<file path="src/hw/rtl/shs_pkg.sv">
// ----------------------------------------------------------------------------
// SHA-256 stream hasher package
// Shared types, round constants, initial hash values and the SHA-256
// bit functions used by the core and its compression engine.
// ----------------------------------------------------------------------------
package shs_pkg;

  typedef enum logic [2:0] {
    SHS_IDLE,
    SHS_BLK,
    SHS_PAD,
    SHS_PADC,
    SHS_OUT
  } shs_state_t;

  // Commands from the sequencer to the compression engine.
  typedef struct packed {
    logic       wr_en;
    logic [5:0] wr_pos;
    logic [7:0] wr_byte;
    logic       start;
    logic       chain_init;
  } shs_ctrl_t;

  localparam logic [7:0] SHS_PAD_MARK = 8'h80;

  localparam logic [31:0] SHS_K [0:63] = '{
    32'h428a2f98, 32'h71374491, 32'hb5c0fbcf, 32'he9b5dba5,
    32'h3956c25b, 32'h59f111f1, 32'h923f82a4, 32'hab1c5ed5,
    32'hd807aa98, 32'h12835b01, 32'h243185be, 32'h550c7dc3,
    32'h72be5d74, 32'h80deb1fe, 32'h9bdc06a7, 32'hc19bf174,
    32'he49b69c1, 32'hefbe4786, 32'h0fc19dc6, 32'h240ca1cc,
    32'h2de92c6f, 32'h4a7484aa, 32'h5cb0a9dc, 32'h76f988da,
    32'h983e5152, 32'ha831c66d, 32'hb00327c8, 32'hbf597fc7,
    32'hc6e00bf3, 32'hd5a79147, 32'h06ca6351, 32'h14292967,
    32'h27b70a85, 32'h2e1b2138, 32'h4d2c6dfc, 32'h53380d13,
    32'h650a7354, 32'h766a0abb, 32'h81c2c92e, 32'h92722c85,
    32'ha2bfe8a1, 32'ha81a664b, 32'hc24b8b70, 32'hc76c51a3,
    32'hd192e819, 32'hd6990624, 32'hf40e3585, 32'h106aa070,
    32'h19a4c116, 32'h1e376c08, 32'h2748774c, 32'h34b0bcb5,
    32'h391c0cb3, 32'h4ed8aa4a, 32'h5b9cca4f, 32'h682e6ff3,
    32'h748f82ee, 32'h78a5636f, 32'h84c87814, 32'h8cc70208,
    32'h90befffa, 32'ha4506ceb, 32'hbef9a3f7, 32'hc67178f2
  };

  localparam logic [31:0] SHS_IV [0:7] = '{
    32'h6a09e667, 32'hbb67ae85, 32'h3c6ef372, 32'ha54ff53a,
    32'h510e527f, 32'h9b05688c, 32'h1f83d9ab, 32'h5be0cd19
  };

  function automatic logic [31:0] shs_bsig0(input logic [31:0] x);
    return {x[1:0], x[31:2]} ^ {x[12:0], x[31:13]} ^ {x[21:0], x[31:22]};
  endfunction

  function automatic logic [31:0] shs_bsig1(input logic [31:0] x);
    return {x[5:0], x[31:6]} ^ {x[10:0], x[31:11]} ^ {x[24:0], x[31:25]};
  endfunction

  function automatic logic [31:0] shs_ssig0(input logic [31:0] x);
    return {x[6:0], x[31:7]} ^ {x[17:0], x[31:18]} ^ {3'b000, x[31:3]};
  endfunction

  function automatic logic [31:0] shs_ssig1(input logic [31:0] x);
    return {x[16:0], x[31:17]} ^ {x[18:0], x[31:19]} ^ {10'b0, x[31:10]};
  endfunction

endpackage

</file>
<file path="src/hw/rtl/shs_compress.sv">
// ----------------------------------------------------------------------------
// SHA-256 compression engine
// Holds the chaining words, the 16-word block window and the working
// variables, and runs one round per cycle over a block on request.
// ----------------------------------------------------------------------------
module shs_compress (
  input  logic              clk,
  input  logic              rst_n,
  input  shs_pkg::shs_ctrl_t ctrl,
  input  logic [2:0]        dig_idx,
  output logic [31:0]       dig_word,
  output logic              done
);

  logic [31:0] h_r [0:7];
  logic [31:0] v_r [0:7];
  logic [31:0] w_r [0:15];
  logic [5:0]  cnt_r;
  logic        run_r;
  logic        fin_r;

  logic [31:0] t1;
  logic [31:0] t2;
  logic [31:0] w_new;
  logic [4:0]  lane_lsb;

  always_comb begin
    t1 = v_r[7] + shs_pkg::shs_bsig1(v_r[4]) + ((v_r[4] & v_r[5]) ^ (~v_r[4] & v_r[6]))
         + shs_pkg::SHS_K[cnt_r] + w_r[0];
    t2 = shs_pkg::shs_bsig0(v_r[0])
         + ((v_r[0] & v_r[1]) ^ (v_r[0] & v_r[2]) ^ (v_r[1] & v_r[2]));
    w_new = shs_pkg::shs_ssig1(w_r[14]) + w_r[9] + shs_pkg::shs_ssig0(w_r[1]) + w_r[0];
    // Byte 0 of a word is its most significant byte.
    lane_lsb = {~ctrl.wr_pos[1:0], 3'b000};
  end

  assign dig_word = h_r[dig_idx];
  assign done     = fin_r;

  always_ff @(posedge clk) begin
    if (!rst_n) begin
      run_r <= 1'b0;
      fin_r <= 1'b0;
      cnt_r <= '0;
    end else begin
      fin_r <= 1'b0;
      if (ctrl.start) begin
        run_r <= 1'b1;
        cnt_r <= '0;
      end else if (run_r) begin
        cnt_r <= cnt_r + 6'd1;
        if (cnt_r == 6'd63) begin
          run_r <= 1'b0;
          fin_r <= 1'b1;
        end
      end
    end
  end

  always_ff @(posedge clk) begin
    if (!rst_n) begin
      for (int i = 0; i < 8; i++) begin
        h_r[i] <= shs_pkg::SHS_IV[i];
      end
    end else if (ctrl.chain_init) begin
      for (int i = 0; i < 8; i++) begin
        h_r[i] <= shs_pkg::SHS_IV[i];
      end
    end else if (fin_r) begin
      for (int i = 0; i < 8; i++) begin
        h_r[i] <= h_r[i] + v_r[i];
      end
    end
  end

  always_ff @(posedge clk) begin
    if (ctrl.start) begin
      for (int i = 0; i < 8; i++) begin
        v_r[i] <= h_r[i];
      end
    end else if (run_r) begin
      v_r[0] <= t1 + t2;
      v_r[1] <= v_r[0];
      v_r[2] <= v_r[1];
      v_r[3] <= v_r[2];
      v_r[4] <= v_r[3] + t1;
      v_r[5] <= v_r[4];
      v_r[6] <= v_r[5];
      v_r[7] <= v_r[6];
    end
  end

  // The window slides by one word per round; its head is the schedule word.
  always_ff @(posedge clk) begin
    if (run_r) begin
      for (int i = 0; i < 15; i++) begin
        w_r[i] <= w_r[i+1];
      end
      w_r[15] <= w_new;
    end else if (ctrl.wr_en) begin
      w_r[ctrl.wr_pos[5:2]][lane_lsb +: 8] <= ctrl.wr_byte;
    end
  end

endmodule

</file>
<file path="src/hw/rtl/sha256_stream_hasher_core.sv">
// A byte that does not fill a block is taken without holding off the input; a byte that fills
// one holds the input off while it is compressed (64 rounds and a final add).
// A last item pads one byte per cycle to the block end, compresses, possibly
// twice, then offers the 8 digest words, one per output transfer.
// The single round unit sets throughput: no byte is taken during a compression.
// Reset loads the initial hash values and clears the length.
// ----------------------------------------------------------------------------
// SHA-256 stream hasher core
// Byte-serial SHA-256 with standard padding and an eight-word digest output.
// ----------------------------------------------------------------------------
module sha256_stream_hasher_core (
  input  logic        clk,
  input  logic        rst_n,
  input  logic        in_valid,
  output logic        in_stall,
  input  logic [7:0]  in_message_byte,
  input  logic        in_has_byte,
  input  logic        in_last,
  output logic        out_valid,
  input  logic        out_stall,
  output logic [31:0] out_digest_word,
  output logic [2:0]  out_word_index,
  output logic        out_last_word
);

  shs_pkg::shs_state_t state_r, state_nxt;
  logic [60:0] count_r, count_nxt;
  logic [5:0]  pad_pos_r, pad_pos_nxt;
  logic        mark_r, mark_nxt;
  logic        len_here_r, len_here_nxt;
  logic        fin_r, fin_nxt;
  logic [2:0]  idx_r, idx_nxt;

  shs_pkg::shs_ctrl_t ctrl;
  logic        done;
  logic [31:0] dig_word;
  logic [63:0] len_bits;
  logic [5:0]  pad_start;
  logic [2:0]  len_lane;
  logic [7:0]  len_byte;

  shs_compress u_compress (
    .clk      (clk),
    .rst_n    (rst_n),
    .ctrl     (ctrl),
    .dig_idx  (idx_r),
    .dig_word (dig_word),
    .done     (done)
  );

  assign in_stall        = (state_r != shs_pkg::SHS_IDLE);
  assign out_valid       = (state_r == shs_pkg::SHS_OUT);
  assign out_digest_word = dig_word;
  assign out_word_index  = idx_r;
  assign out_last_word   = (idx_r == 3'd7);

  always_ff @(posedge clk) begin
    if (!rst_n) begin
      state_r    <= shs_pkg::SHS_IDLE;
      count_r    <= '0;
      pad_pos_r  <= '0;
      mark_r     <= 1'b0;
      len_here_r <= 1'b0;
      fin_r      <= 1'b0;
      idx_r      <= '0;
    end else begin
      state_r    <= state_nxt;
      count_r    <= count_nxt;
      pad_pos_r  <= pad_pos_nxt;
      mark_r     <= mark_nxt;
      len_here_r <= len_here_nxt;
      fin_r      <= fin_nxt;
      idx_r      <= idx_nxt;
    end
  end

  always_comb begin
    state_nxt    = state_r;
    count_nxt    = count_r;
    pad_pos_nxt  = pad_pos_r;
    mark_nxt     = mark_r;
    len_here_nxt = len_here_r;
    fin_nxt      = fin_r;
    idx_nxt      = idx_r;
    ctrl         = '0;

    // The bit length is the byte count times eight, sent most significant first.
    len_bits  = {count_r, 3'b000};
    len_lane  = 3'd7 - pad_pos_r[2:0];
    len_byte  = len_bits[{len_lane, 3'b000} +: 8];
    pad_start = in_has_byte ? (count_r[5:0] + 6'd1) : count_r[5:0];

    case (state_r)
      shs_pkg::SHS_IDLE: begin
        if (in_valid) begin
          fin_nxt      = in_last;
          pad_pos_nxt  = pad_start;
          mark_nxt     = 1'b1;
          // When the mark lands in the last eight bytes, the length needs a
          // second block.
          len_here_nxt = (pad_start[5:3] != 3'b111);
          if (in_has_byte) begin
            ctrl.wr_en   = 1'b1;
            ctrl.wr_pos  = count_r[5:0];
            ctrl.wr_byte = in_message_byte;
            count_nxt    = count_r + 61'd1;
          end
          if (in_has_byte && (count_r[5:0] == 6'd63)) begin
            ctrl.start = 1'b1;
            state_nxt  = shs_pkg::SHS_BLK;
          end else if (in_last) begin
            state_nxt = shs_pkg::SHS_PAD;
          end
        end
      end
      shs_pkg::SHS_BLK: begin
        if (done) begin
          state_nxt = fin_r ? shs_pkg::SHS_PAD : shs_pkg::SHS_IDLE;
        end
      end
      shs_pkg::SHS_PAD: begin
        ctrl.wr_en  = 1'b1;
        ctrl.wr_pos = pad_pos_r;
        if (mark_r) begin
          ctrl.wr_byte = shs_pkg::SHS_PAD_MARK;
        end else if (len_here_r && (pad_pos_r[5:3] == 3'b111)) begin
          ctrl.wr_byte = len_byte;
        end else begin
          ctrl.wr_byte = 8'h00;
        end
        mark_nxt    = 1'b0;
        pad_pos_nxt = pad_pos_r + 6'd1;
        if (pad_pos_r == 6'd63) begin
          ctrl.start = 1'b1;
          state_nxt  = shs_pkg::SHS_PADC;
        end
      end
      shs_pkg::SHS_PADC: begin
        if (done) begin
          if (len_here_r) begin
            idx_nxt   = 3'd0;
            state_nxt = shs_pkg::SHS_OUT;
          end else begin
            pad_pos_nxt  = 6'd0;
            len_here_nxt = 1'b1;
            state_nxt    = shs_pkg::SHS_PAD;
          end
        end
      end
      shs_pkg::SHS_OUT: begin
        if (!out_stall) begin
          if (idx_r == 3'd7) begin
            ctrl.chain_init = 1'b1;
            count_nxt       = '0;
            state_nxt       = shs_pkg::SHS_IDLE;
          end else begin
            idx_nxt = idx_r + 3'd1;
          end
        end
      end
      default: begin
        state_nxt = shs_pkg::SHS_IDLE;
      end
    endcase
  end

endmodule

</file>
<file path="config.mk">
export PLATFORM = sky130hd
export DESIGN_NAME = sha256_stream_hasher_core
export DESIGN_NICKNAME = d
export VERILOG_FILES = /design/src/hw/rtl/shs_pkg.sv /design/src/hw/rtl/shs_compress.sv /design/src/hw/rtl/sha256_stream_hasher_core.sv
export SDC_FILE = /design/constraint.sdc
export NUM_CORES = 2
export LEC_CHECK = 0
export BUFFER_PORTS_ARGS = -buffer_cell sky130_fd_sc_hd__buf_2
export CAP_MARGIN = 20
export CELL_PAD_IN_SITES_DETAIL_PLACEMENT = 1
export CELL_PAD_IN_SITES_GLOBAL_PLACEMENT = 2
export CORE_MARGIN = 2
export CORE_UTILIZATION = 34
export CTS_CLUSTER_SIZE = 14
export DETAILED_ROUTE_END_ITERATION = 7
export HOLD_SLACK_MARGIN = 0.03
export PLACE_DENSITY_LB_ADDON = 0.08
export SLEW_MARGIN = 30
export SYNTH_ARGS = -nofsm -noshare
export SYNTH_HDL_FRONTEND = slang
export SYNTH_SLANG_ARGS = --single-unit
</file>
<file path="constraint.sdc">
create_clock -name clk -period 11.3 [get_ports clk]
set_input_delay 2.26 -clock clk [delete_from_list [all_inputs] [get_ports clk]]
set_output_delay 2.26 -clock clk [all_outputs]
set_load 0.05 [all_outputs]
</file>
Word-level counts from Yosys, hierarchy flattened
Memories as Yosys holds them, arrays and structs flattened. A register that Yosys moved wholly into a read port is not among the register bits.
Cells that the tools add are included.
{"block": "word_totals", "register_bits": 84, "latchBits": 0, "ram_bits": 1024, "romBits": 2048, "input_bits": 14, "elab_cells": 221, "n_memories": 4}
{"memory": "(name not given)", "words": 64, "word_bits": 32, "read_ports": 1, "rd_ports_with_merged_regs": 0, "write_ports": 0, "line": "shs_compress.sv:29", "source": "+ shs_pkg::SHS_K[cnt_r] + w_r[0];"}
{"memory": "u_compress.w_r", "words": 16, "word_bits": 32, "read_ports": 16, "rd_ports_with_merged_regs": 0, "write_ports": 16, "line": "shs_compress.sv:17", "source": "logic [31:0] w_r [0:15];"}
{"memory": "u_compress.h_r", "words": 8, "word_bits": 32, "read_ports": 9, "rd_ports_with_merged_regs": 1, "write_ports": 8, "line": "shs_compress.sv:15", "source": "logic [31:0] h_r [0:7];"}
{"memory": "u_compress.v_r", "words": 8, "word_bits": 32, "read_ports": 8, "rd_ports_with_merged_regs": 0, "write_ports": 8, "line": "shs_compress.sv:16", "source": "logic [31:0] v_r [0:7];"}
{"block": "op_classes", "addsub": 25, "multipliers": 0, "div_mod_pow": 0, "order_cmp": 1, "n_eq_ne": 21, "n_shift": 3, "muxes": 93, "n_bitwise": 45, "n_reduce_logical": 19}
{"operator": "$mux 32", "count": 29}
{"operator": "$add 32x32->32", "count": 18}
{"operator": "$xor 32x32->32", "count": 9}
{"operator": "$mux 61", "count": 4}
{"operator": "$and 32x32->32", "count": 5}
{"operator": "$pmux 61 s2", "count": 1}
{"operator": "$shiftx 64x7->8", "count": 1}
{"operator": "$add 61x1->61 const B", "count": 1}
{"operator": "$mux 3", "count": 15}
{"operator": "$not 32->32", "count": 1}
{"operator": "$pmux 16 s2", "count": 1}
{"operator": "$reduce_or 32->1", "count": 1}
{"operator": "$shift 8x7->32 const A", "count": 1}
{"operator": "$shiftx 8x7->32", "count": 1}
{"operator": "$xor 32x22->32", "count": 1}
{"operator": "$xor 32x29->32", "count": 1}
{"operator": "$mux 1", "count": 28}
{"operator": "$mux 6", "count": 4}
{"operator": "$or 1x1->1", "count": 24}
{"operator": "$add 6x1->6 const B", "count": 3}
{"operator": "$eq 6x6->1 const B", "count": 3}
{"operator": "$pmux 6 s3", "count": 1}
{"operator": "$mux 16", "count": 1}
{"operator": "$mux 8", "count": 2}
{"operator": "other kinds (30)", "count": 51}

Longest topological paths before layout
{"block": "logic_depth", "ltp_word": 11, "ltp_mapped": 39, "mapped_depth_nobuf": 37}

Hierarchy
Synthesis repeated with hierarchy kept, for this count alone.
{"block": "hier_totals", "cells_unflattened": 7468, "area_unflattened_um2": 75461.1}
{"module": "shs_compress", "n_inst": 1, "cells_per_inst": 6884, "area_per_inst_um2": 70741.6, "seq_area_each_um2": 30589.3}
{"module": "sha256_stream_hasher_core", "n_inst": 1, "cells_per_inst": 584, "area_per_inst_um2": 4719.5, "seq_area_each_um2": 1521.5}

Least setup slack after synthesis
No wires, ideal clock.
{"block": "synth_path", "kind": "input to register", "start": "in in_valid", "end": "mem u_compress.v_r[0][0], enable pin", "t_arrival_ns": 9.601, "required_ns": 10.636, "setup_slack_ns": 1.035, "stages": 9, "n_path_buf": 4, "path_cell_list": "nor4b_4 and2_1 buf_4 nand2_1 o31a_1 clkbuf_1 clkbuf_1 clkbuf_1 nand2b_1"}
{"item": "from (decl)", "line": "sha256_stream_hasher_core.sv:14", "source": "input logic in_valid,"}
{"item": "to (decl)", "line": "shs_compress.sv:16"}

==> results by group <==
Worst setup path
  – Crit path kind: flop to flop
  – Critical path's top delay family: compound AO/OA/AOI/OAI gates
  – Required time worst endpoint: 11.83 ns
  – Worst-path fanout max: 35
  – Critical-path cell with the highest stage delay: sky130_fd_sc_hd__nor2_1
  – Number of buffers and inverters on the critical path: 4
  – CP startpoint kind: flop
  – Worst reg-to-reg path cell count: 30
  – Critical register-to-register path startpoint: u_compress.cnt_r[3]$_SDFFE_PP0P_
  – Kind of capture point of the worst setup path: flop
  – Worst setup path start: u_compress.cnt_r[3]$_SDFFE_PP0P_
  – Critical path's largest stage delay: 0.77 ns
  – CP Depth: 30
  – Critical path arrival: 10.28 ns

Synth
  – EDFF count, synth: 992
  – Post-synthesis cell area: 75,540 µm²
  – Number of flip-flops and latches in the synthesized netlist: 1,111
  – Post-synthesis cell type with the largest combined area: sky130_fd_sc_hd__edfxtp_1
  – Main area contributors after synthesis: sky130_fd_sc_hd__edfxtp_1, sky130_fd_sc_hd__ha_1, sky130_fd_sc_hd__fa_1
  – Avg Synthesized Cell Area: 10.40 µm²
  – Top cell type's share of synthesized area: 39.44%
  – Number of distinct library cells after synthesis: 96
  – Post-synthesis net count: 7,871
  – Post-Synthesis Cells: 7,262
  – Most numerous cell types in the synthesized netlist: sky130_fd_sc_hd__edfxtp_1, sky130_fd_sc_hd__nand2_1, sky130_fd_sc_hd__o21ai_0, sky130_fd_sc_hd__nor2_1, sky130_fd_sc_hd__ha_1
  – Async SR Flop Fraction: 0%
  – Sequential area share after synthesis: 42.59%
  – Total number of yosys warnings: 0
  – Most common cell in the netlist: sky130_fd_sc_hd__edfxtp_1
  – Top_reg_cell synth: sky130_fd_sc_hd__edfxtp_1

Hold path
  – Instance count along the most critical hold path: 2
  – Source of the worst hold timing path: fin_r$_SDFFE_PN0P_
  – Min-delay worst type: flop to flop

Clocking
  – Maximum number of buffers from clock root to sink: 3
  – CTS Hold Buffers Added: 0
  – Buffers inserted by post-CTS timing repair: 0
  – Number of buffers created by CTS: 143
  – Count of H-tree levels built during CTS: 4
  – Clk sink count: 1,111
  – Number of gates resized after cts: 0
  – Post-CTS clock slew at the launch and capture registers of the worst setup and hold paths: 0.06 ns
  – Clock tree root buffer cell: sky130_fd_sc_hd__clkbuf_16
  – Clock latency reported for the late side of the worst-skew pair: 0.82 ns
  – CTS tree: yes

Global route
  – Wire length of the first global-routing pass: 429.5 mm
  – Number of antenna violations at the first check in global routing: 6
  – Global-route usage over all layers: 25.99%
  – Number of global-route vias before repair: 58,690
  – Largest net degree at the start of global routing: 151
  – Aggregate global routing overflow: 0

Floorplanning
  – Die W: 475.3 µm
  – Die boundary height: 475.3 µm
  – I/O Pins: 52
  – Area of the placeable core: 221,700 µm²
  – Core Rows: 173
  – Initial Util: 34.08%
  – Die Area: 226,000 µm²

Detailed routing
  – Initial DRC Count: 4,104
  – Routed wire length: 296.0 mm
  – DR vias: 57,090
  – Count of nets left with antenna violations after detail routing: 0
  – DRC: 0
  – Wire length per cell: 28.78 µm
  – Initial DRT Pass Iterations: 5
  – Vias per cell: 5.551

Layout
  – End-of-flow core utilization: 37.81%
  – Synthesis-to-layout area growth: 10.96%
  – Final-stage net count: 7,796
  – Fin area: 83,810 µm²
  – Fraction of layout instances using a drive strength above 1: 12.46%
  – Final cell count without fillers: 10,280

STA
  – Time the worst path needs with I/O delays and setup: 9.757 ns
  – Final Slew Violations: 0
  – Post-route setup slack: 1.543 ns
  – WHS: 0.5036 ns
  – Final hold violation count: 0
  – Finish-stage setup viols: 0
  – Share of the clock period used by the worst path: 86.35%
  – Accumulated negative setup slack: 0 ns
  – Layout Skew: 0.05710 ns
  – Worst slew slack as a fraction of its limit: 29.31%
  – Setup repair after global routing missed its margin: no
  – Transition time at the pin with the least slew margin: 1.060 ns
  – Highest achievable clock rate: 102.5 MHz

Power
  – Pwr per Cell Area: 132.9 nW/µm²
  – Design Power: 11.14 mW
  – Peak VDD IR: 0.1437 mV
  – P_leak: 31.45 nW

Placed design
  – Detailed-placement wirelength estimate: 225.1 mm
  – Final RePlAce weighted congestion: 0.9046
  – Area after DPL: 78,940 µm²
  – Cell Count Post-Placement: 10,010
  – Number of port buffers: 51
  – Setup slack after placement: 1.508 ns

Run
  – Max-cap viol count: 0

Run status
  – Run status: complete, no violations
registers in the layout, summed over array words and instances (netlist names), named ones only:
name	cells
count_r	61
u_compress.done	1
u_compress.v_r	256
fin_r	1
u_compress.cnt_r	6
u_compress.w_r	512
out_word_index	3
u_compress.h_r	256
state_r	3
u_compress.run_r	1
mark_r	1
len_here_r	1
pad_pos_r	6
cell type report:
cell class | instances | area, µm²
antenna | 4 | 10.01
clock buffer | 183 | 3864
clock inverter | 80 | 910.9
inverter | 300 | 1134
multi-input combinational | 5481 | 40850
tap | 2975 | 3722
timing repair buffer | 150 | 1130
fill | 24400 | 137800
sequential | 1111 | 32190
placed cells by master (no fill, tap or decap), types with 52 or more instances in the layout:
cell,instances
sky130_fd_sc_hd__a21oi_1,366
sky130_fd_sc_hd__nor3_1,84
sky130_fd_sc_hd__clkbuf_16,147
sky130_fd_sc_hd__xnor2_1,373
sky130_fd_sc_hd__xor2_1,233
sky130_fd_sc_hd__mux2i_1,63
sky130_fd_sc_hd__and3_1,59
sky130_fd_sc_hd__or2_2,56
sky130_fd_sc_hd__buf_4,85
sky130_fd_sc_hd__nand2b_1,108
sky130_fd_sc_hd__o21bai_1,52
sky130_fd_sc_hd__fa_1,195
sky130_fd_sc_hd__dfxtp_1,110
sky130_fd_sc_hd__o21ai_0,739
sky130_fd_sc_hd__nand3_1,129
sky130_fd_sc_hd__a21o_1,171
sky130_fd_sc_hd__a211oi_1,70
sky130_fd_sc_hd__buf_2,53
sky130_fd_sc_hd__ha_1,400
sky130_fd_sc_hd__edfxtp_1,992
sky130_fd_sc_hd__mux2_2,340
sky130_fd_sc_hd__nand2_1,859
sky130_fd_sc_hd__o21a_1,56
sky130_fd_sc_hd__nor2_1,445
sky130_fd_sc_hd__inv_1,293
sky130_fd_sc_hd__mux4_2,85
kinds of logic after synthesis:
logic type | Yosys count | share of synthesized area (%)
fa+ha+maj | 619 | 12.11
xor+xnor | 606 | 7.027
compound gates | 1782 | 14.30
simple gates | 1986 | 12.07
mux | 488 | 8.438
buf+inv | 670 | 3.465
flops | 1111 | 42.59
power by group:
part,switching [mW],internal [mW]
registers,0.101,4.51
logic,1.10,0.681
clock network,1.99,2.76
total,3.19,7.95
routing by layer:
metal / vias up / global-route usage, % / share of wire, %
li1: 26160 / - / -
met2: 1187 / 45.19 / 50
met5: - / 0 / 0.0044
met3: 326 / 2.694 / 3.6
met1: 29420 / 34.20 / 44
met4: 2 / 7.174 / 2.8
path summary, 6_finish.rpt:
path,endpoint,slack [ns]
max,u_compress.v_r[1][31]$_DFFE_PP_,1.54
min,fin_r$_SDFFE_PN0P_,0.50
max reg2reg,u_compress.v_r[1][31]$_DFFE_PP_,1.54
min reg2reg,fin_r$_SDFFE_PN0P_,0.50
worst register-to-register path, delay by kind of cell (launching register included):
family / cells / cell delay [ns]
simple gates: 5 / 1.33
xor+xnor: 2 / 0.46
buf+inv: 4 / 0.53
compound gates: 14 / 4.49
flops: 1 / 0.59
fa+ha+maj: 5 / 2.05
No activity file was read; power rests on OpenSTA's default activity.
